**src/design/circular_flash_log_append_planner_macros.svh**
```systemverilog
// ----------------------------------------------------------------------------
// circular flash log append planner assertion macros
// concurrent checks on the rising clock edge, off while reset is low
// ----------------------------------------------------------------------------
`ifndef CIRCULAR_FLASH_LOG_APPEND_PLANNER_MACROS_SVH
`define CIRCULAR_FLASH_LOG_APPEND_PLANNER_MACROS_SVH

`ifndef SYNTHESIS

// antecedent now, consequent in the same cycle
`define CFLAP_ASSERT_NOW(lbl, ante, cons) \
  lbl: assert property (@(posedge clk_i) disable iff (!rst_ni) (ante) |-> (cons)) \
    else $error("cflap assertion failed");

// antecedent now, consequent in the next cycle
`define CFLAP_ASSERT_NEXT(lbl, ante, cons) \
  lbl: assert property (@(posedge clk_i) disable iff (!rst_ni) (ante) |=> (cons)) \
    else $error("cflap assertion failed");

`else

`define CFLAP_ASSERT_NOW(lbl, ante, cons)
`define CFLAP_ASSERT_NEXT(lbl, ante, cons)

`endif

`endif

```
**src/design/cflap_pkg.sv**
```systemverilog
// ----------------------------------------------------------------------------
// cflap_pkg
// geometry, field widths, codes and control types of the log append planner
// ----------------------------------------------------------------------------
package cflap_pkg;

  // log geometry
  localparam int SECTOR_BYTES = 4096;
  localparam int SECTOR_COUNT = 16;
  localparam int PAGE_BYTES   = 256;   // power of two
  localparam int MAX_PAYLOAD  = 256;
  localparam int HEADER_BYTES = 20;

  // field widths
  localparam int FUNC_W  = 1;
  localparam int LEN_W   = 16;
  localparam int KIND_W  = 2;
  localparam int ADDR_W  = 24;
  localparam int BYTES_W = 13;
  localparam int ROFF_W  = 12;
  localparam int ID_W    = 32;
  localparam int STAT_W  = 2;
  localparam int CNT_W   = 32;

  // configuration port
  localparam int CFG_AW = 3;
  localparam int CFG_DW = 32;

  // internal widths
  localparam int SEC_W  = $clog2(SECTOR_COUNT);
  localparam int WO_W   = $clog2(SECTOR_BYTES + 1);
  localparam int PGO_W  = $clog2(PAGE_BYTES);
  localparam int PGL_W  = $clog2(PAGE_BYTES + 1);
  localparam int LTOT_W = LEN_W + 1;
  localparam int SUM_W  = LTOT_W + 1;

  typedef enum logic [KIND_W-1:0] {
    K_PAD    = 2'd0,
    K_ERASE  = 2'd1,
    K_CHUNK  = 2'd2,
    K_STATUS = 2'd3
  } cflap_kind_e;

  typedef enum logic [STAT_W-1:0] {
    ST_OK      = 2'd0,
    ST_BAD_LEN = 2'd1,
    ST_FULL    = 2'd2
  } cflap_status_e;

  // register index, taken from paddr[2]
  typedef enum logic {
    REG_STOP_WHEN_FULL = 1'b0,
    REG_AREA_BASE      = 1'b1
  } cflap_reg_e;

  typedef enum logic [2:0] {
    OP_PAD   = 3'd0,
    OP_ERASE = 3'd1,
    OP_FMT   = 3'd2,
    OP_CHUNK = 3'd3,
    OP_BAD   = 3'd4,
    OP_FULL  = 3'd5
  } cflap_op_e;

  typedef struct packed {
    logic      load_in;
    logic      prep;
    logic      fmt_init;
    logic      advance;
    logic      emit;
    cflap_op_e op;
  } cflap_cmd_t;

  typedef struct packed {
    logic func;
    logic bad_len;
    logic need_move;
    logic pad_fits;
    logic full;
    logic chunk_last;
    logic fmt_last;
  } cflap_stat_t;

  typedef struct packed {
    logic [KIND_W-1:0]  command_kind;
    logic [ADDR_W-1:0]  flash_address;
    logic [BYTES_W-1:0] byte_count;
    logic [ROFF_W-1:0]  record_offset;
    logic [ID_W-1:0]    record_id;
    logic [STAT_W-1:0]  status;
    logic [CNT_W-1:0]   erases_so_far;
    logic               last;
  } cflap_res_t;

endpackage

```
**src/design/cflap_ifs.sv**
```systemverilog
// ----------------------------------------------------------------------------
// cflap channel interfaces
// valid/ready channels for input items and planned flash commands
// ----------------------------------------------------------------------------
interface cflap_in_if;
  import cflap_pkg::*;

  logic             valid;
  logic             ready;
  logic [FUNC_W-1:0] func;
  logic [LEN_W-1:0]  payload_length;

  modport source (output valid, output func, output payload_length, input ready);
  modport sink   (input valid, input func, input payload_length, output ready);
endinterface

interface cflap_out_if;
  import cflap_pkg::*;

  logic               valid;
  logic               ready;
  logic [KIND_W-1:0]  command_kind;
  logic [ADDR_W-1:0]  flash_address;
  logic [BYTES_W-1:0] byte_count;
  logic [ROFF_W-1:0]  record_offset;
  logic [ID_W-1:0]    record_id;
  logic [STAT_W-1:0]  status;
  logic [CNT_W-1:0]   erases_so_far;
  logic               last;

  modport source (
    output valid, output command_kind, output flash_address, output byte_count,
    output record_offset, output record_id, output status, output erases_so_far,
    output last, input ready
  );
  modport sink (
    input valid, input command_kind, input flash_address, input byte_count,
    input record_offset, input record_id, input status, input erases_so_far,
    input last, output ready
  );
endinterface

```
**src/design/cflap_ctrl.sv**
```systemverilog
// ----------------------------------------------------------------------------
// cflap_ctrl
// sequencer that walks one item through check, pad, move, erase, setup, chunk, format and error steps
// ----------------------------------------------------------------------------
module cflap_ctrl (
  input  logic                  clk_i,
  input  logic                  rst_ni,
  input  logic                  in_valid_i,
  output logic                  in_ready_o,
  input  logic                  out_ready_i,
  output logic                  out_valid_o,
  input  logic                  stop_when_full_i,
  input  cflap_pkg::cflap_stat_t stat_i,
  output cflap_pkg::cflap_cmd_t  cmd_o
);
  import cflap_pkg::*;

  typedef enum logic [9:0] {
    S_IDLE  = 10'b0000000001,
    S_CHECK = 10'b0000000010,
    S_PAD   = 10'b0000000100,
    S_MOVE  = 10'b0000001000,
    S_ERASE = 10'b0000010000,
    S_SETUP = 10'b0000100000,
    S_CHUNK = 10'b0001000000,
    S_FMT   = 10'b0010000000,
    S_BAD   = 10'b0100000000,
    S_FULL  = 10'b1000000000
  } cflap_state_e;

  cflap_state_e state_q, state_d;
  logic         out_valid_q, out_valid_d;
  logic         slot_free;

  // the output register can take a new result this cycle
  assign slot_free = !out_valid_q || out_ready_i;

  always_comb begin
    state_d       = state_q;
    cmd_o         = '0;
    cmd_o.op      = OP_PAD;
    in_ready_o    = 1'b0;
    case (state_q)
      S_IDLE: begin
        in_ready_o = 1'b1;
        if (in_valid_i) begin
          cmd_o.load_in = 1'b1;
          state_d       = S_CHECK;
        end
      end
      S_CHECK: begin
        cmd_o.prep = 1'b1;
        if (stat_i.func) begin
          cmd_o.fmt_init = 1'b1;
          state_d        = S_FMT;
        end else if (stat_i.bad_len) begin
          state_d = S_BAD;
        end else if (stat_i.need_move) begin
          state_d = stat_i.pad_fits ? S_PAD : S_MOVE;
        end else begin
          state_d = S_CHUNK;
        end
      end
      S_PAD: begin
        if (slot_free) begin
          cmd_o.emit = 1'b1;
          cmd_o.op   = OP_PAD;
          state_d    = S_MOVE;
        end
      end
      S_MOVE: begin
        if (stat_i.full) begin
          state_d = stop_when_full_i ? S_FULL : S_ERASE;
        end else begin
          cmd_o.advance = 1'b1;
          state_d       = S_SETUP;
        end
      end
      S_ERASE: begin
        if (slot_free) begin
          cmd_o.emit = 1'b1;
          cmd_o.op   = OP_ERASE;
          state_d    = S_SETUP;
        end
      end
      S_SETUP: begin
        cmd_o.prep = 1'b1;
        state_d    = S_CHUNK;
      end
      S_CHUNK: begin
        if (slot_free) begin
          cmd_o.emit = 1'b1;
          cmd_o.op   = OP_CHUNK;
          if (stat_i.chunk_last) state_d = S_IDLE;
        end
      end
      S_FMT: begin
        if (slot_free) begin
          cmd_o.emit = 1'b1;
          cmd_o.op   = OP_FMT;
          if (stat_i.fmt_last) state_d = S_IDLE;
        end
      end
      S_BAD: begin
        if (slot_free) begin
          cmd_o.emit = 1'b1;
          cmd_o.op   = OP_BAD;
          state_d    = S_IDLE;
        end
      end
      S_FULL: begin
        if (slot_free) begin
          cmd_o.emit = 1'b1;
          cmd_o.op   = OP_FULL;
          state_d    = S_IDLE;
        end
      end
      default: begin
        state_d = S_IDLE;
      end
    endcase
  end

  always_comb begin
    if (cmd_o.emit) begin
      out_valid_d = 1'b1;
    end else if (out_ready_i) begin
      out_valid_d = 1'b0;
    end else begin
      out_valid_d = out_valid_q;
    end
  end

  assign out_valid_o = out_valid_q;

  always_ff @(posedge clk_i or negedge rst_ni) begin
    if (!rst_ni) begin
      state_q     <= S_IDLE;
      out_valid_q <= 1'b0;
    end else begin
      state_q     <= state_d;
      out_valid_q <= out_valid_d;
    end
  end

endmodule

```
**src/design/cflap_dpath.sv**
```systemverilog
// ----------------------------------------------------------------------------
// cflap_dpath
// log pointers, chunk walker and result register of the append planner
// ----------------------------------------------------------------------------
module cflap_dpath (
  input  logic                         clk_i,
  input  logic                         rst_ni,
  input  logic [cflap_pkg::FUNC_W-1:0] func_i,
  input  logic [cflap_pkg::LEN_W-1:0]  payload_length_i,
  input  logic [cflap_pkg::ADDR_W-1:0] area_base_i,
  input  cflap_pkg::cflap_cmd_t        cmd_i,
  output cflap_pkg::cflap_stat_t       stat_o,
  output cflap_pkg::cflap_res_t        res_o
);
  import cflap_pkg::*;

  // item latched at accept
  logic [FUNC_W-1:0] func_q;
  logic [LEN_W-1:0]  len_q;

  // log state
  logic [WO_W-1:0]  wo_q,  wo_d;
  logic [ID_W-1:0]  id_q,  id_d;
  logic [SEC_W-1:0] old_q, old_d;
  logic [SEC_W-1:0] act_q, act_d;
  logic [CNT_W-1:0] ers_q, ers_d;
  logic [SEC_W-1:0] sec_q, sec_d;

  // chunk walker
  logic [ADDR_W-1:0] addr_q, addr_d;
  logic [WO_W-1:0]   off_q,  off_d;
  logic [WO_W-1:0]   tot_q,  tot_d;

  cflap_res_t res_q, res_d;

  logic [LTOT_W-1:0] tot_full;
  logic [SUM_W-1:0]  end_sum;
  logic [SEC_W-1:0]  nxt_sec;
  logic [SEC_W-1:0]  old_inc;
  logic [ADDR_W-1:0] cur_addr;
  logic [ADDR_W-1:0] nxt_start;
  logic [ADDR_W-1:0] fmt_start;
  logic [WO_W-1:0]   rem;
  logic [PGL_W-1:0]  page_room;
  logic [WO_W-1:0]   chunk;
  logic              chunk_last;
  logic [CNT_W-1:0]  ers_inc;

  function automatic logic [ADDR_W-1:0] sec_start(input logic [ADDR_W-1:0] base,
                                                  input logic [SEC_W-1:0]  sec);
    logic [ADDR_W-1:0] ofs;
    ofs = ADDR_W'(sec) * ADDR_W'(SECTOR_BYTES);
    return base + ofs;
  endfunction

  assign tot_full  = LTOT_W'(len_q) + LTOT_W'(HEADER_BYTES);
  assign end_sum   = SUM_W'(wo_q) + SUM_W'(tot_full);
  assign nxt_sec   = (act_q == SEC_W'(SECTOR_COUNT - 1)) ? '0 : act_q + 1'b1;
  assign old_inc   = (old_q == SEC_W'(SECTOR_COUNT - 1)) ? '0 : old_q + 1'b1;
  assign cur_addr  = sec_start(area_base_i, act_q) + ADDR_W'(wo_q);
  assign nxt_start = sec_start(area_base_i, nxt_sec);
  assign fmt_start = sec_start(area_base_i, sec_q);
  assign ers_inc   = (ers_q == '1) ? ers_q : ers_q + 1'b1;

  // chunk never crosses a page boundary
  assign rem        = tot_q - off_q;
  assign page_room  = PGL_W'(PAGE_BYTES) - PGL_W'(addr_q[PGO_W-1:0]);
  assign chunk_last = (rem <= WO_W'(page_room));
  assign chunk      = chunk_last ? rem : WO_W'(page_room);

  assign stat_o.func       = func_q[0];
  assign stat_o.bad_len    = (len_q == '0) || (len_q > LEN_W'(MAX_PAYLOAD))
                             || (tot_full > LTOT_W'(SECTOR_BYTES));
  assign stat_o.need_move  = end_sum > SUM_W'(SECTOR_BYTES);
  assign stat_o.pad_fits   = (WO_W'(SECTOR_BYTES) - wo_q) >= WO_W'(HEADER_BYTES);
  assign stat_o.full       = (nxt_sec == old_q);
  assign stat_o.chunk_last = chunk_last;
  assign stat_o.fmt_last   = (sec_q == SEC_W'(SECTOR_COUNT - 1));

  always_comb begin
    wo_d   = wo_q;
    id_d   = id_q;
    old_d  = old_q;
    act_d  = act_q;
    ers_d  = ers_q;
    sec_d  = sec_q;
    addr_d = addr_q;
    off_d  = off_q;
    tot_d  = tot_q;
    res_d  = res_q;

    if (cmd_i.prep) begin
      addr_d = cur_addr;
      off_d  = '0;
      tot_d  = WO_W'(tot_full);
    end
    if (cmd_i.fmt_init) begin
      wo_d  = '0;
      id_d  = ID_W'(1);
      old_d = '0;
      act_d = '0;
      ers_d = '0;
      sec_d = '0;
    end
    if (cmd_i.advance) begin
      act_d = nxt_sec;
      wo_d  = '0;
    end
    if (cmd_i.emit) begin
      res_d.command_kind  = K_STATUS;
      res_d.flash_address = '0;
      res_d.byte_count    = '0;
      res_d.record_offset = '0;
      res_d.record_id     = '0;
      res_d.status        = ST_OK;
      res_d.erases_so_far = ers_q;
      res_d.last          = 1'b0;
      case (cmd_i.op)
        OP_PAD: begin
          res_d.command_kind  = K_PAD;
          res_d.flash_address = addr_q;
          res_d.byte_count    = BYTES_W'(HEADER_BYTES);
          res_d.record_id     = id_q;
        end
        OP_ERASE: begin
          res_d.command_kind  = K_ERASE;
          res_d.flash_address = nxt_start;
          res_d.record_id     = id_q;
          res_d.erases_so_far = ers_inc;
          ers_d               = ers_inc;
          old_d               = old_inc;
          act_d               = nxt_sec;
          wo_d                = '0;
        end
        OP_FMT: begin
          res_d.command_kind  = K_ERASE;
          res_d.flash_address = fmt_start;
          res_d.last          = stat_o.fmt_last;
          sec_d               = sec_q + 1'b1;
        end
        OP_CHUNK: begin
          res_d.command_kind  = K_CHUNK;
          res_d.flash_address = addr_q;
          res_d.byte_count    = BYTES_W'(chunk);
          res_d.record_offset = ROFF_W'(off_q);
          res_d.record_id     = id_q;
          res_d.last          = chunk_last;
          addr_d              = addr_q + ADDR_W'(chunk);
          off_d               = off_q + chunk;
          if (chunk_last) begin
            wo_d = wo_q + tot_q;
            id_d = id_q + 1'b1;
          end
        end
        OP_BAD: begin
          res_d.status = ST_BAD_LEN;
          res_d.last   = 1'b1;
        end
        OP_FULL: begin
          res_d.status = ST_FULL;
          res_d.last   = 1'b1;
        end
        default: begin
          res_d.last = 1'b1;
        end
      endcase
    end
  end

  assign res_o = res_q;

  always_ff @(posedge clk_i or negedge rst_ni) begin
    if (!rst_ni) begin
      wo_q  <= '0;
      id_q  <= ID_W'(1);
      old_q <= '0;
      act_q <= '0;
      ers_q <= '0;
      sec_q <= '0;
    end else begin
      wo_q  <= wo_d;
      id_q  <= id_d;
      old_q <= old_d;
      act_q <= act_d;
      ers_q <= ers_d;
      sec_q <= sec_d;
    end
  end

  always_ff @(posedge clk_i) begin
    if (cmd_i.load_in) begin
      func_q <= func_i;
      len_q  <= payload_length_i;
    end
    addr_q <= addr_d;
    off_q  <= off_d;
    tot_q  <= tot_d;
    res_q  <= res_d;
  end

endmodule

```
**src/design/circular_flash_log_append_planner.sv**
```systemverilog
// ----------------------------------------------------------------------------
// circular_flash_log_append_planner
// order: an accepted item passes a check step, then its results go to the
//   registered output; pad, move, sector erase and setup steps may come
//   between; a format emits one erase per sector
// a new item is taken only once the last result of the previous one is
//   emitted; each result waits in the sequencer while the sink stalls
// reset: asynchronous, clears the log pointers, erase count, sequencer and
//   config registers, not the chunk walker or result; record id restarts at one
// ----------------------------------------------------------------------------
`include "circular_flash_log_append_planner_macros.svh"

module circular_flash_log_append_planner (
  input  logic                         clk_i,
  input  logic                         rst_ni,
  cflap_in_if.sink                     in_i,
  cflap_out_if.source                  out_o,
  input  logic                         psel,
  input  logic                         penable,
  input  logic                         pwrite,
  input  logic [cflap_pkg::CFG_AW-1:0] paddr,
  input  logic [cflap_pkg::CFG_DW-1:0] pwdata,
  output logic [cflap_pkg::CFG_DW-1:0] prdata,
  output logic                         pready
);
  import cflap_pkg::*;

  logic              stop_q, stop_d;
  logic [ADDR_W-1:0] base_q, base_d;
  logic              cfg_wr;
  cflap_reg_e        reg_sel;

  cflap_cmd_t  cmd;
  cflap_stat_t stat;
  cflap_res_t  res;
  logic        out_valid;

  // configuration registers
  assign pready  = 1'b1;
  assign reg_sel = cflap_reg_e'(paddr[2]);
  assign cfg_wr  = psel && penable && pwrite;

  always_comb begin
    stop_d = stop_q;
    base_d = base_q;
    if (cfg_wr) begin
      case (reg_sel)
        REG_STOP_WHEN_FULL: stop_d = pwdata[0];
        REG_AREA_BASE:      base_d = pwdata[ADDR_W-1:0];
        default:            stop_d = stop_q;
      endcase
    end
  end

  always_comb begin
    case (reg_sel)
      REG_STOP_WHEN_FULL: prdata = CFG_DW'(stop_q);
      REG_AREA_BASE:      prdata = CFG_DW'(base_q);
      default:            prdata = '0;
    endcase
  end

  always_ff @(posedge clk_i or negedge rst_ni) begin
    if (!rst_ni) begin
      stop_q <= 1'b0;
      base_q <= '0;
    end else begin
      stop_q <= stop_d;
      base_q <= base_d;
    end
  end

  cflap_ctrl u_ctrl (
    .clk_i            (clk_i),
    .rst_ni           (rst_ni),
    .in_valid_i       (in_i.valid),
    .in_ready_o       (in_i.ready),
    .out_ready_i      (out_o.ready),
    .out_valid_o      (out_valid),
    .stop_when_full_i (stop_q),
    .stat_i           (stat),
    .cmd_o            (cmd)
  );

  cflap_dpath u_dpath (
    .clk_i            (clk_i),
    .rst_ni           (rst_ni),
    .func_i           (in_i.func),
    .payload_length_i (in_i.payload_length),
    .area_base_i      (base_q),
    .cmd_i            (cmd),
    .stat_o           (stat),
    .res_o            (res)
  );

  assign out_o.valid         = out_valid;
  assign out_o.command_kind  = res.command_kind;
  assign out_o.flash_address = res.flash_address;
  assign out_o.byte_count    = res.byte_count;
  assign out_o.record_offset = res.record_offset;
  assign out_o.record_id     = res.record_id;
  assign out_o.status        = res.status;
  assign out_o.erases_so_far = res.erases_so_far;
  assign out_o.last          = res.last;

  `CFLAP_ASSERT_NEXT(a_busy_after_accept, in_i.valid && in_i.ready, !in_i.ready)
  `CFLAP_ASSERT_NOW(a_error_is_last, out_o.valid && (out_o.status != ST_OK), out_o.last)
  `CFLAP_ASSERT_NOW(a_chunk_in_page, out_o.valid && (out_o.command_kind == K_CHUNK), (out_o.byte_count != '0) && (out_o.byte_count <= BYTES_W'(PAGE_BYTES)))
  `CFLAP_ASSERT_NOW(a_erase_no_bytes, out_o.valid && (out_o.command_kind == K_ERASE), (out_o.byte_count == '0) && (out_o.record_offset == '0))

endmodule

```
**src/flat_wrapper.sv**
```systemverilog
// flat-port wrapper written by rule: the top's interface ports become plain ports
module circular_flash_log_append_planner_flat import cflap_pkg::*;
  (clk_i, rst_ni, psel, penable, pwrite, paddr, pwdata, prdata, pready, in_i_valid, in_i_func, in_i_payload_length, in_i_ready, out_o_valid, out_o_command_kind, out_o_flash_address, out_o_byte_count, out_o_record_offset, out_o_record_id, out_o_status, out_o_erases_so_far, out_o_last, out_o_ready);
  cflap_in_if in_i_i ();
  cflap_out_if out_o_i ();
  input  logic clk_i;
  input  logic rst_ni;
  input  logic psel;
  input  logic penable;
  input  logic pwrite;
  input  logic [cflap_pkg::CFG_AW-1:0] paddr;
  input  logic [cflap_pkg::CFG_DW-1:0] pwdata;
  output logic [cflap_pkg::CFG_DW-1:0] prdata;
  output logic pready;
  input wire logic [$bits(in_i_i.valid)-1:0] in_i_valid;
  input wire logic [$bits(in_i_i.func)-1:0] in_i_func;
  input wire logic [$bits(in_i_i.payload_length)-1:0] in_i_payload_length;
  output wire logic [$bits(in_i_i.ready)-1:0] in_i_ready;
  output wire logic [$bits(out_o_i.valid)-1:0] out_o_valid;
  output wire logic [$bits(out_o_i.command_kind)-1:0] out_o_command_kind;
  output wire logic [$bits(out_o_i.flash_address)-1:0] out_o_flash_address;
  output wire logic [$bits(out_o_i.byte_count)-1:0] out_o_byte_count;
  output wire logic [$bits(out_o_i.record_offset)-1:0] out_o_record_offset;
  output wire logic [$bits(out_o_i.record_id)-1:0] out_o_record_id;
  output wire logic [$bits(out_o_i.status)-1:0] out_o_status;
  output wire logic [$bits(out_o_i.erases_so_far)-1:0] out_o_erases_so_far;
  output wire logic [$bits(out_o_i.last)-1:0] out_o_last;
  input wire logic [$bits(out_o_i.ready)-1:0] out_o_ready;
  assign in_i_i.valid = in_i_valid;
  assign in_i_i.func = in_i_func;
  assign in_i_i.payload_length = in_i_payload_length;
  assign in_i_ready = in_i_i.ready;
  assign out_o_valid = out_o_i.valid;
  assign out_o_command_kind = out_o_i.command_kind;
  assign out_o_flash_address = out_o_i.flash_address;
  assign out_o_byte_count = out_o_i.byte_count;
  assign out_o_record_offset = out_o_i.record_offset;
  assign out_o_record_id = out_o_i.record_id;
  assign out_o_status = out_o_i.status;
  assign out_o_erases_so_far = out_o_i.erases_so_far;
  assign out_o_last = out_o_i.last;
  assign out_o_i.ready = out_o_ready;
  circular_flash_log_append_planner u_core (.clk_i(clk_i), .rst_ni(rst_ni), .in_i(in_i_i), .out_o(out_o_i), .psel(psel), .penable(penable), .pwrite(pwrite), .paddr(paddr), .pwdata(pwdata), .prdata(prdata), .pready(pready));
endmodule
```
**config.mk**
```make
export PLATFORM = sky130hd
export DESIGN_NAME = circular_flash_log_append_planner_flat
export DESIGN_NICKNAME = d
export VERILOG_FILES = /design/src/design/cflap_pkg.sv /design/src/design/cflap_ifs.sv /design/src/design/cflap_ctrl.sv /design/src/design/cflap_dpath.sv /design/src/design/circular_flash_log_append_planner.sv /design/src/flat_wrapper.sv
export VERILOG_INCLUDE_DIRS = /design/src /design/src/design
export SDC_FILE = /design/constraint.sdc
export NUM_CORES = 1
export LEC_CHECK = 0
export ABC_AREA = 1
export BUFFER_PORTS_ARGS = -buffer_cell sky130_fd_sc_hd__buf_2
export CORE_MARGIN = 2
export CORE_UTILIZATION = 40
export CTS_CLUSTER_DIAMETER = 50
export CTS_CLUSTER_SIZE = 12
export DETAILED_ROUTE_END_ITERATION = 10
export GPL_TIMING_DRIVEN = 1
export PLACE_DENSITY = 0.61
export SYNTH_ARGS = -nofsm -noshare
export SYNTH_HDL_FRONTEND = slang
export SYNTH_HIERARCHICAL = 1
export SYNTH_SLANG_ARGS = --single-unit
```
**constraint.sdc**
```tcl
create_clock -name clk_i -period 4.35 [get_ports clk_i]
set_input_delay 0.87 -clock clk_i [delete_from_list [all_inputs] [get_ports clk_i]]
set_output_delay 0.87 -clock clk_i [all_outputs]
set_load 0.005 [all_outputs]
```
# Yosys cells after proc, flatten, opt, wreduce, memory -nomap -nowiden
# Cells that the tools add are included.
[classes] n_mux=70 add_sub_neg=17 n_reduce_logical=16 bitwise=1 n_lt_le_gt_ge=5 n_eq_ne=28
[ops] op="$mux W32" n=9
[ops] op="$mux W10" n=12
[ops] op="$mux W13" n=8
[ops] op="$pmux W26 S4" n=1
[ops] op="$pmux W10 S9" n=1
[ops] op="$mux W4" n=19
[ops] op="$add A24 B16 Y24" n=3
[ops] op="$mux W24" n=3
[ops] op="$add A32 B1 Y32 const B" n=2
[ops] op="$pmux W32 S2" n=1
[ops] op="$pmux W13 S2" n=2
[ops] op="$add A24 B13 Y24" n=2
[ops] op="$eq A32 B32 Y1 const B" n=1
[ops] op="$add A13 B13 Y13" n=2
[ops] op="$pmux W4 S6" n=1
[ops] op="$add A13 B17 Y18" n=1
[ops] op="$gt A18 B13 Y1 const B" n=1
[ops] op="$add A16 B5 Y17 const B" n=1
[ops] op="$gt A17 B13 Y1 const B" n=1
[ops] op="$gt A16 B9 Y1 const B" n=1
[ops] op="$logic_not A16 Y1" n=1
[ops] op="$ge A13 B5 Y1 const B" n=1
[ops] op="$le A13 B9 Y1" n=1
[ops] op="$sub A13 B13 Y13" n=1
[ops] op="34 further kinds" n=61
[totals] output_inout_bits=153 ff_bits=310 elab_cells=160

# Longest topological paths before layout
# Gate-level depths: netlist of run 1.
[logic_depth] depth_word=9 ltp_mapped=35

# Hierarchy
# Netlist of run 1, hierarchy kept.
[by_module_without_submodules] module="cflap_dpath" seq_area_each_um2=7413.4 area_per_inst_um2=18004.8 instances=1 cells_per_inst=2317
[by_module_without_submodules] module="circular_flash_log_append_planner" seq_area_each_um2=625.6 area_per_inst_um2=1302.5 instances=1 cells_per_inst=176
[by_module_without_submodules] module="cflap_ctrl" seq_area_each_um2=276.5 area_per_inst_um2=893.4 instances=1 cells_per_inst=145

# Least setup slack after synthesis of run 1
# No wires, ideal clock.
[synth_timing] kind="reg-to-reg" from="reg u_core.u_dpath.tot_q[0]" to="reg u_core.u_dpath.off_q[10]" slack_ns=-0.215 stages_incl_launch_ff=34 arrival_ns=4.440 setup_ns=0.125 required_time_ns=4.225 path_cell_list="edfxtp_1 > inv_1 > ha_1 > fa_1 > o21ai_2 > xor2_1 > ha_1 > nand2_1 > inv_1 > nand2_1 > nand2_1 > nand2_1 > nand2_1 > nand2_1 > nand2_1 > a21oi_4 > nand2_2 > buf_2 > nand2_1 > nand2_1 > inv_1 > ha_1 > inv_1 > fa_1 > nand3b_1 > nand2_1 > nand2_1 > nand2_1 > o21ai_0 > o21ai_0 > a21oi_1 > or2_2 > nand3_1 > o21ai_0"
[synth_via] elab_chain_cells=6
[synth_lines] element="from (decl)" line="cflap_dpath.sv:32" rtl="logic [WO_W-1:0] tot_q, tot_d;"
[synth_lines] element="from (signal assigned)" line="cflap_dpath.sv:197" rtl="tot_q <= tot_d;"
[synth_lines] element="$sub A13 B13 Y13 *" line="cflap_dpath.sv:66" rtl="assign rem = tot_q - off_q;"
[synth_lines] element="$le A13 B9 Y1" line="cflap_dpath.sv:68" rtl="assign chunk_last = (rem <= WO_W'(page_room));"
[synth_lines] element="$mux W13 *" line="cflap_dpath.sv:69" rtl="assign chunk = chunk_last ? rem : WO_W'(page_room);"
[synth_lines] element="$add A13 B13 Y13 *" line="cflap_dpath.sv:149" rtl="off_d = off_q + chunk;"
[synth_lines] element="$mux W13 *" line="cflap_dpath.sv:118" rtl="case (cmd_i.op)"
[synth_lines] element="$mux W13 *" line="cflap_dpath.sv:109" rtl="if (cmd_i.emit) begin"
[synth_lines] element="named net u_core.u_dpath.off_d[10]" line="cflap_dpath.sv:31" rtl="logic [WO_W-1:0] off_q, off_d;"
[synth_lines] element="to (signal assigned)" line="cflap_dpath.sv:196" rtl="off_q <= off_d;"
[synth_lines] element="to (decl)" line="cflap_dpath.sv:31"
# The timed path passes the listed nets; every way through them passes the cells marked *.
# A chain may end at the register's enable or synchronous reset.

# Worst setup path after layout of run 1
# Ends and elaborated chain as after synthesis.

==> summary.txt, run 1 <==
Critical path
  – Crit Path Max Fanout: 6
  – R2R setup slack: -0.20 ns
  – Worst Path Arrival: 5.00 ns
  – FF-to-FF End: u_core/u_dpath/off_q[10]$_DFF_P_
  – Critical R2R Launch: u_core/u_dpath/tot_q[0]$_DFFE_PP_
  – Bufs and invs on worst path: 4
  – Worst setup SP type: flip-flop
  – CP max-delay cell: fa_2
  – Crit path from: u_core/u_dpath/tot_q[0]$_DFFE_PP_
  – CP top delay family: simple AND/OR/NAND/NOR gates
  – Crit path top cell by count: nand2_1
  – Worst path depth: 31
  – Crit. End Element: flip-flop
  – CP max stage delay: 0.42 ns
  – Critical Path RT: 4.80 ns
  – Critical Path Sink: u_core/u_dpath/off_q[10]$_DFF_P_
  – R2R cell count: 31
  – WS Path Type: flip-flop to flip-flop

STA
  – Slew Viols, Final: 0
  – Worst-Margin Slew: 0.927 ns
  – RSZ-0062 raised after global routing: yes
  – Highest clock rate: 0.220 GHz
  – Min cycle time layout: 4.55 ns
  – Count of final hold-check violations: 0
  – Skew final: approximately 0.030 ns
  – Slew margin rel.: a little under two fifths
  – Final setup margin: -0.199 ns
  – Tcrit/Tclk final: 105%
  – Final setup vio count: 32

Global routing
  – Largest net degree at the start of global routing: 64
  – Number of global-route vias before repair: about 18,000
  – First-pass GRT wire length: 98.0 mm
  – Total track usage: 23.3%
  – Initial antenna violation count: 0
  – Total grt overflow: 0

Route
  – DRT iter0 DRCs: 1,408
  – DRT antenna net count: 0
  – Total number of vias: 19,200
  – DRC errors left: 0
  – Post-DR wirelength/cell: 16.8 um
  – Routed wire length: approximately 62 mm
  – DRT Pass-1 Iters: 5
  – Vias/cell: 5.16

Synthesis
  – Sequential share of the synthesized area: 41.2%
  – Ys Warns: 6
  – Post-Synth XOR/XNOR Area: 4.42%
  – Synthesized flop and latch total: 310
  – Ranking of synthesized cells by area: edfxtp_1, dfrtp_1, nand2_1
  – Synth top area share: around 22%
  – Post-synthesis mux area share: 0%
  – Largest family of logic cells by synthesized area: simple AND/OR/NAND/NOR gates
  – FFs w/ async S/R, synth: 40.3%
  – Yosys cell types: between 50 and 60
  – Cell Area, Synth: about 20,000 sq um
  – Avg Inst Size Synth: 7.66 sq um
  – Simple-Gate Fraction of Synth Area: 26.5%
  – Yosys top cell by area: edfxtp_1
  – Post-synth EDFFs: 148
  – Post-Syn Instances: 2,638
  – Synth Area in Adders: 7.85%
  – Synth Flop Type: edfxtp_1
  – Compound-cell area share of the yosys netlist: between 10% and 20%

Min path
  – Type of the tightest min-delay check: input port to async pin

Clock tree
  – CTS Root Cell: clkbuf_16
  – Worst skew pair latency: about 0.58 ns
  – Clk buf depth: 3
  – H-tree levels: 2
  – TritonCTS clock tree: yes
  – Hold-fix buffer count after cts: 0
  – Clock transition at path regs: 0.06 ns
  – Clock tree sinks: 310
  – CTS buffer count: 44

Floorplan
  – I/O pin count: roughly 210
  – Initial Util: 40.4%
  – Die Y: 229 um
  – Die width: 229 um
  – Die area: ~52,000 sq um
  – Core Area: 50,000 sq um
  – Site Rows: 82

Finish
  – N_diodes: 0
  – Area Growth Syn to Fin: 27.0%
  – Fraction of layout cells with a size suffix above 1: 21.6%
  – Final net count: 3,195
  – Post-Route Utilization: 51.3%
  – Post-route cell area: 25,600 sq um

Pwr
  – Pwr Total: around 16,000 uW
  – Pwr Density: a little over 600 nW/um^2
  – Worst IR Drop VDD: 0.000396 V
  – Leakage: between 0.01 and 0.015 uW

Placed design
  – DP HPWL: 45.6 mm
  – PortBufs: about 190
  – Placed inst area: 22,900 sq um
  – Final Wtd Congestion: 0.946
  – Worst Setup Slack post-DPL: -0.579 ns

Run status
  – Failing checks: negative setup slack
  – Status: finished with violations

Flow run
  – Number of max-cap violations: 0
## registers in the layout, summed over array words and instances, names as in the netlist, 4 cells and up
| name | count |
|---|---|
| u_core/u_dpath/act_q | 4 |
| u_core/base_q | 24 |
| u_core/u_dpath/off_q | 13 |
| u_core/u_dpath/sec_q | 4 |
| u_core/u_dpath/id_q | 32 |
| u_core/u_ctrl/state_q | 10 |
| u_core/u_dpath/old_q | 4 |
| u_core/u_dpath/tot_q | 13 |
| u_core/u_dpath/ers_q | 32 |
| u_core/u_dpath/addr_q | 24 |
| u_core/u_dpath/res_o | 118 |
| u_core/u_dpath/wo_q | 13 |
| u_core/u_dpath/len_q | 16 |
## worst min-delay path by stage
stage	start	end	slack (ns)	cells past startpoint
3_5_place_dp	u_core/u_dpath/off_q[9]$_DFF_P_	u_core/u_dpath/off_q[9]$_DFF_P_	0.50	2
3_3_place_gp	u_core/u_dpath/off_q[9]$_DFF_P_	u_core/u_dpath/off_q[9]$_DFF_P_	0.49	2
6_report	rst_ni	u_core/base_q[16]$_DFFE_PN0P_	0.42	1
2_1_floorplan	u_core/u_dpath/sec_q[3]$_DFF_PN0_	u_core/u_dpath/sec_q[3]$_DFF_PN0_	0.46	1
4_1_cts	rst_ni	u_core/base_q[16]$_DFFE_PN0P_	0.45	1
5_1_grt	in_i_payload_length[1]	u_core/u_dpath/len_q[1]$_DFFE_PP_	0.46	1
## layer usage
metal,track usage [%],wire length (um),vias up
met5,0,0,-
met4,7.05,1770,0
met3,2.93,3180,118
met2,39.2,29400,553
met1,31.3,28000,9029
li1,-,-,9496
## cells in the mapped netlist (32+ instances only)
| cell | n |
|---|---|
| nor3_1 | 48 |
| o21ai_1 | 40 |
| inv_1 | 333 |
| nand3_1 | 191 |
| o21ai_0 | 168 |
| nor2_1 | 226 |
| edfxtp_1 | 148 |
| xor2_1 | 82 |
| o22ai_1 | 32 |
| ha_1 | 114 |
| nand4_1 | 42 |
| dfxtp_1 | 37 |
| a21oi_1 | 126 |
| dfrtp_1 | 123 |
| clkbuf_1 | 34 |
| nand2_1 | 675 |
## area by class of cell
cell class                      instances  area, sq um
Clock buffer                           52         1170
Fill cell                            4735        24300
Tap cell                              672          841
Timing Repair Buffer                  390         2580
Inverter                              346         1300
Multi-Input combinational cell       1922        11000
Sequential cell                       310         8320
Clock inverter                         29          404
## power by group
group | internal, uW | switching, uW | leakage (uW)
clock network | 2430 | 1440 | 0.000765
registers | 3920 | 711 | 0.00334
logic | 3230 | 4240 | 0.00771
total | 9570 | 6390 | 0.0118
## cells by family (layout without fill, tap and decap cells)
logic type               after synthesis  count (layout)
AND/OR/NAND/NOR                     1250            1250
other                                  3              20
adder cells (fa/ha/maj)              122             122
buffers and inverters                423             817
AO/OA/AOI/OAI                        428             428
flip-flops                           310             310
XOR/XNOR                             102             102
## stage by stage
step	setup TNS (ns)	std cells	hold WS, ns
final	-3.02	3721	0.418
after floorplan	-0.00143	2655	0.458
after global routing	-11.16	3721	0.463
after CTS	-0.644	3708	0.446
after detailed placement	-8.73	3591	0.497
after global placement	-6.93	3591	0.485
## layout by cell type, fill, tap and decap left out, drive strengths merged, types with 4 or more instances in the layout
cell type / instances
a21o: 7
a21oi: 127
a22o: 5
a22oi: 4
a31oi: 11
and2: 4
buf: 390
bufinv: 8
clkbuf: 52
clkinv: 11
clkinvlp: 4
conb: 20
dfrtp: 123
dfxtp: 37
edfxtp: 148
fa: 8
ha: 114
inv: 352
nand2: 680
nand3: 192
nand3b: 8
nand4: 44
nor2: 245
nor3: 52
nor4: 15
o211ai: 5
o21ai: 209
o21bai: 17
o22ai: 32
or2: 7
xnor2: 20
xor2: 82
## what timing repair did
action,4_1_cts,5_1_grt
pin swaps,45,42
buffers inserted,37,13
cloned,1,0
resized for setup,111,81
setup endpoints to repair,27,38
(Power assumes the default switching activity.)
==> inputs of run 2 (changes only) <==
--- a/config.mk
+++ b/config.mk
@@ -11,10 +11,10 @@
 export CORE_MARGIN = 2
 export CORE_UTILIZATION = 40
 export CTS_CLUSTER_DIAMETER = 50
-export CTS_CLUSTER_SIZE = 12
+export CTS_CLUSTER_SIZE = 10
 export DETAILED_ROUTE_END_ITERATION = 10
 export GPL_TIMING_DRIVEN = 1
-export PLACE_DENSITY = 0.61
+export PLACE_DENSITY = 0.71
 export SYNTH_ARGS = -nofsm -noshare
 export SYNTH_HDL_FRONTEND = slang
 export SYNTH_HIERARCHICAL = 1
==> summary.txt, run 2 (same netlist as run 1, synthesis figures left out) <==
Clock tree
  – Clk buf depth: 3 (unchanged)
  – TritonCTS clock tree: yes
  – Worst skew pair latency: 0.58 ns (about the same)
  – Clock tree sinks: 310 (unchanged)
  – Clock transition at path regs: 0.05 ns (about the same)
  – H-tree levels: 2 (unchanged)
  – CTS Root Cell: clkbuf_16
  – CTS buffer count: 45 (+2.3%)

Floorplan
  – Die area: 52,300 sq um (unchanged)
  – Core Area: 50,000 sq um (unchanged)
  – Die width: 229 um (unchanged)
  – Site Rows: 82 (unchanged)
  – Initial Util: 40.4% (unchanged)
  – I/O pin count: 212 (unchanged)
  – Die Y: 229 um (unchanged)

STA
  – Worst-Margin Slew: 1.07 ns (+0.141 ns)
  – Slew margin rel.: 28.8% (-9.4 points)
  – Highest clock rate: 0.227 GHz (+3.3%)
  – Skew final: 0.0219 ns (-0.00826 ns)
  – Final setup vio count: 4 (-88%)
  – Slew Viols, Final: 0 (unchanged)
  – Count of final hold-check violations: 0 (unchanged)
  – Min cycle time layout: 4.40 ns (-0.144 ns)
  – Tcrit/Tclk final: 101% (-3.3 points)
  – Final setup margin: -0.0543 ns (+0.144 ns)
  – RSZ-0062 raised after global routing: yes

Critical path
  – Crit path top cell by count: nand2_2
  – Critical Path RT: 4.79 ns (about the same)
  – Worst setup SP type: flip-flop
  – Worst Path Arrival: 4.84 ns (-0.16 ns)
  – CP max-delay cell: fa_2
  – Crit Path Max Fanout: 12 (+6)
  – CP max stage delay: 0.43 ns (about the same)
  – Crit. End Element: flip-flop
  – WS Path Type: flip-flop to flip-flop

Pwr
  – Clock share of power: 23.4% (-0.8 points)
  – Int Pwr: 8790 uW (-8.2%)
  – Seq pwr share: 31.3% (+2.3 points)
  – Switching Fraction: 40.5% (+0.46 points)
  – Pwr Density: 597 nW/um^2 (-4.1%)
  – P_sw: 5980 uW (-6.5%)
  – Comb pwr share: 45.3% (-1.5 points)
  – Leakage: 0.0114 uW (-3.6%)
  – Worst IR Drop VDD: 0.000360 V (-9.1%)

Min path
  – Type of the tightest min-delay check: input port to async pin

Finish
  – Fillers: 4,835 (+2.1%)
  – Post-route cell area: 24,700 sq um (-3.6%)
  – Largest register FFs: 118 (unchanged)
  – FF+latch area: 8320 sq um (about the same)
  – N_diodes: 0 (unchanged)
  – Area Growth Syn to Fin: 22.4%
  – Final net count: 3,139 (-1.8%)
  – Fraction of layout cells with a size suffix above 1: 18.6% (-3.0 points)
  – Most frequent cells in the layout: nand2_1, inv_1, nor2_1
  – Multi-input gate area: 10,800 sq um (-2.3%)
  – Most common cell after layout, fill and taps aside: nand2_1
  – Final non-filler cell total: 3,666 (-1.5%)

Global routing
  – Number of global-route vias before repair: 17,500 (-5.2%)
  – Total grt overflow: 0 (unchanged)
  – Largest net degree at the start of global routing: 76 (+19%)
  – Initial antenna violation count: 0 (unchanged)
  – Total track usage: 21.1% (-2.2 points)
  – First-pass GRT wire length: 89.7 mm (-8.4%)

Placed design
  – Final Wtd Congestion: 0.908 (-4.0%)
  – Cells after DPL: 3,569 (-0.61%)
  – Placed inst area: 22,700 sq um (-0.72%)
  – PortBufs: 192 (unchanged)
  – DP HPWL: 41.5 mm (-8.9%)

Route
  – DRT antenna net count: 0 (unchanged)
  – DRT Pass-1 Iters: 8 (+3)
  – Vias/cell: 5.09 (-1.3%)
  – DRC errors left: 0 (unchanged)
  – DRT iter0 DRCs: 1,442 (+2.4%)
  – Routed wire length: 56.4 mm (-9.5%)
  – Total number of vias: 18,700 (-2.7%)
  – Post-DR wirelength/cell: 15.4 um (-8.2%)

Flow run
  – Number of max-cap violations: 0 (unchanged)

Run status
  – Failing checks: negative setup slack
  – Status: finished with violations
-- run 2: cell types whose count changed in the layout (fill, tap and decap cells not counted), sizes merged --
cell      previous run  this run
buf                390       333
clkbuf              52        65
bufinv               8         2
clkinvlp             4         1
clkinv              11        10
inv                352       351
-- run 2: per-stage QoR --
step           utilization [%]  setup WS, ns   TNS, ns  hold WS [ns]  power, uW
3_5_place_dp              45.4        -0.341     -3.06         0.505      10600
3_3_place_gp              45.4        -0.203     -1.16         0.492      10500
6_report                  49.5       -0.0543    -0.126         0.369      14800
5_1_grt                   49.5        -0.358     -5.85         0.417      15900
2_1_floorplan                -      -0.00143  -0.00143         0.458       8420
4_1_cts                   48.7       -0.0104   -0.0104         0.381      14400
-- run 2: layer usage --
metal	global-route usage, %	up-vias	wire (um)
met2	35.3	595	26800
li1	-	9369	-
met3	3.26	125	3310
met1	27.7	8586	24500
met5	0	-	0
met4	7.82	0	1920
-- run 2: power by group through the flow --
stage / registers [uW] / logic (uW) / clock network (uW)
after floorplan: 4420 / 4000 / 0
after global placement: 4630 / 5890 / 0
after detailed placement: 4640 / 5970 / 0
after CTS: 4600 / 6220 / 3550
after global routing: 4710 / 7490 / 3670
final: 4620 / 6690 / 3460
-- run 2: repair_timing --
item	CTS	global route
resized for setup	48	92
hold buffers	0	0
pin swaps	25	38
setup endpoints to repair	21	31
buffers inserted	7	9
-- run 2: final cells by class --
type	instances	area share, %
clock buffer	65	4.94
clock inverter	18	0.729
inverter	346	5.25
multi-input combinational	1922	43.6
sequential	310	33.6
tap	672	3.40
timing repair buffer	333	8.42
-- run 2: final timing paths --
kind	from	to	slack (ns)	depth (start not counted)
worst max-delay path	u_core/u_dpath/tot_q[0]$_DFFE_PP_	u_core/u_dpath/off_q[10]$_DFF_P_	-0.05	29
worst min-delay path	rst_ni	u_core/base_q[3]$_DFFE_PN0P_	0.37	1
worst max register to register	u_core/u_dpath/tot_q[0]$_DFFE_PP_	u_core/u_dpath/off_q[10]$_DFF_P_	-0.05	29
worst min register to register	u_core/u_dpath/addr_q[9]$_DFF_P_	u_core/u_dpath/addr_q[9]$_DFF_P_	0.51	2
max in group asynchronous	rst_ni	u_core/u_dpath/id_q[0]$_DFF_PN1_	3.07	2
min in group clk_i	in_i_payload_length[9]	u_core/u_dpath/len_q[9]$_DFFE_PP_	0.48	1
-- run 2: critical path, delay by kind of cell (launching register included) --
| kind | cells | cell delay [ns] |
|---|---|---|
| XOR/XNOR | 1 | 0.23 |
| buffers and inverters | 5 | 0.52 |
| AO/OA/AOI/OAI | 8 | 0.88 |
| adder cells (fa/ha/maj) | 4 | 1.23 |
| AND/OR/NAND/NOR | 11 | 1.04 |
| flip-flops | 1 | 0.35 |
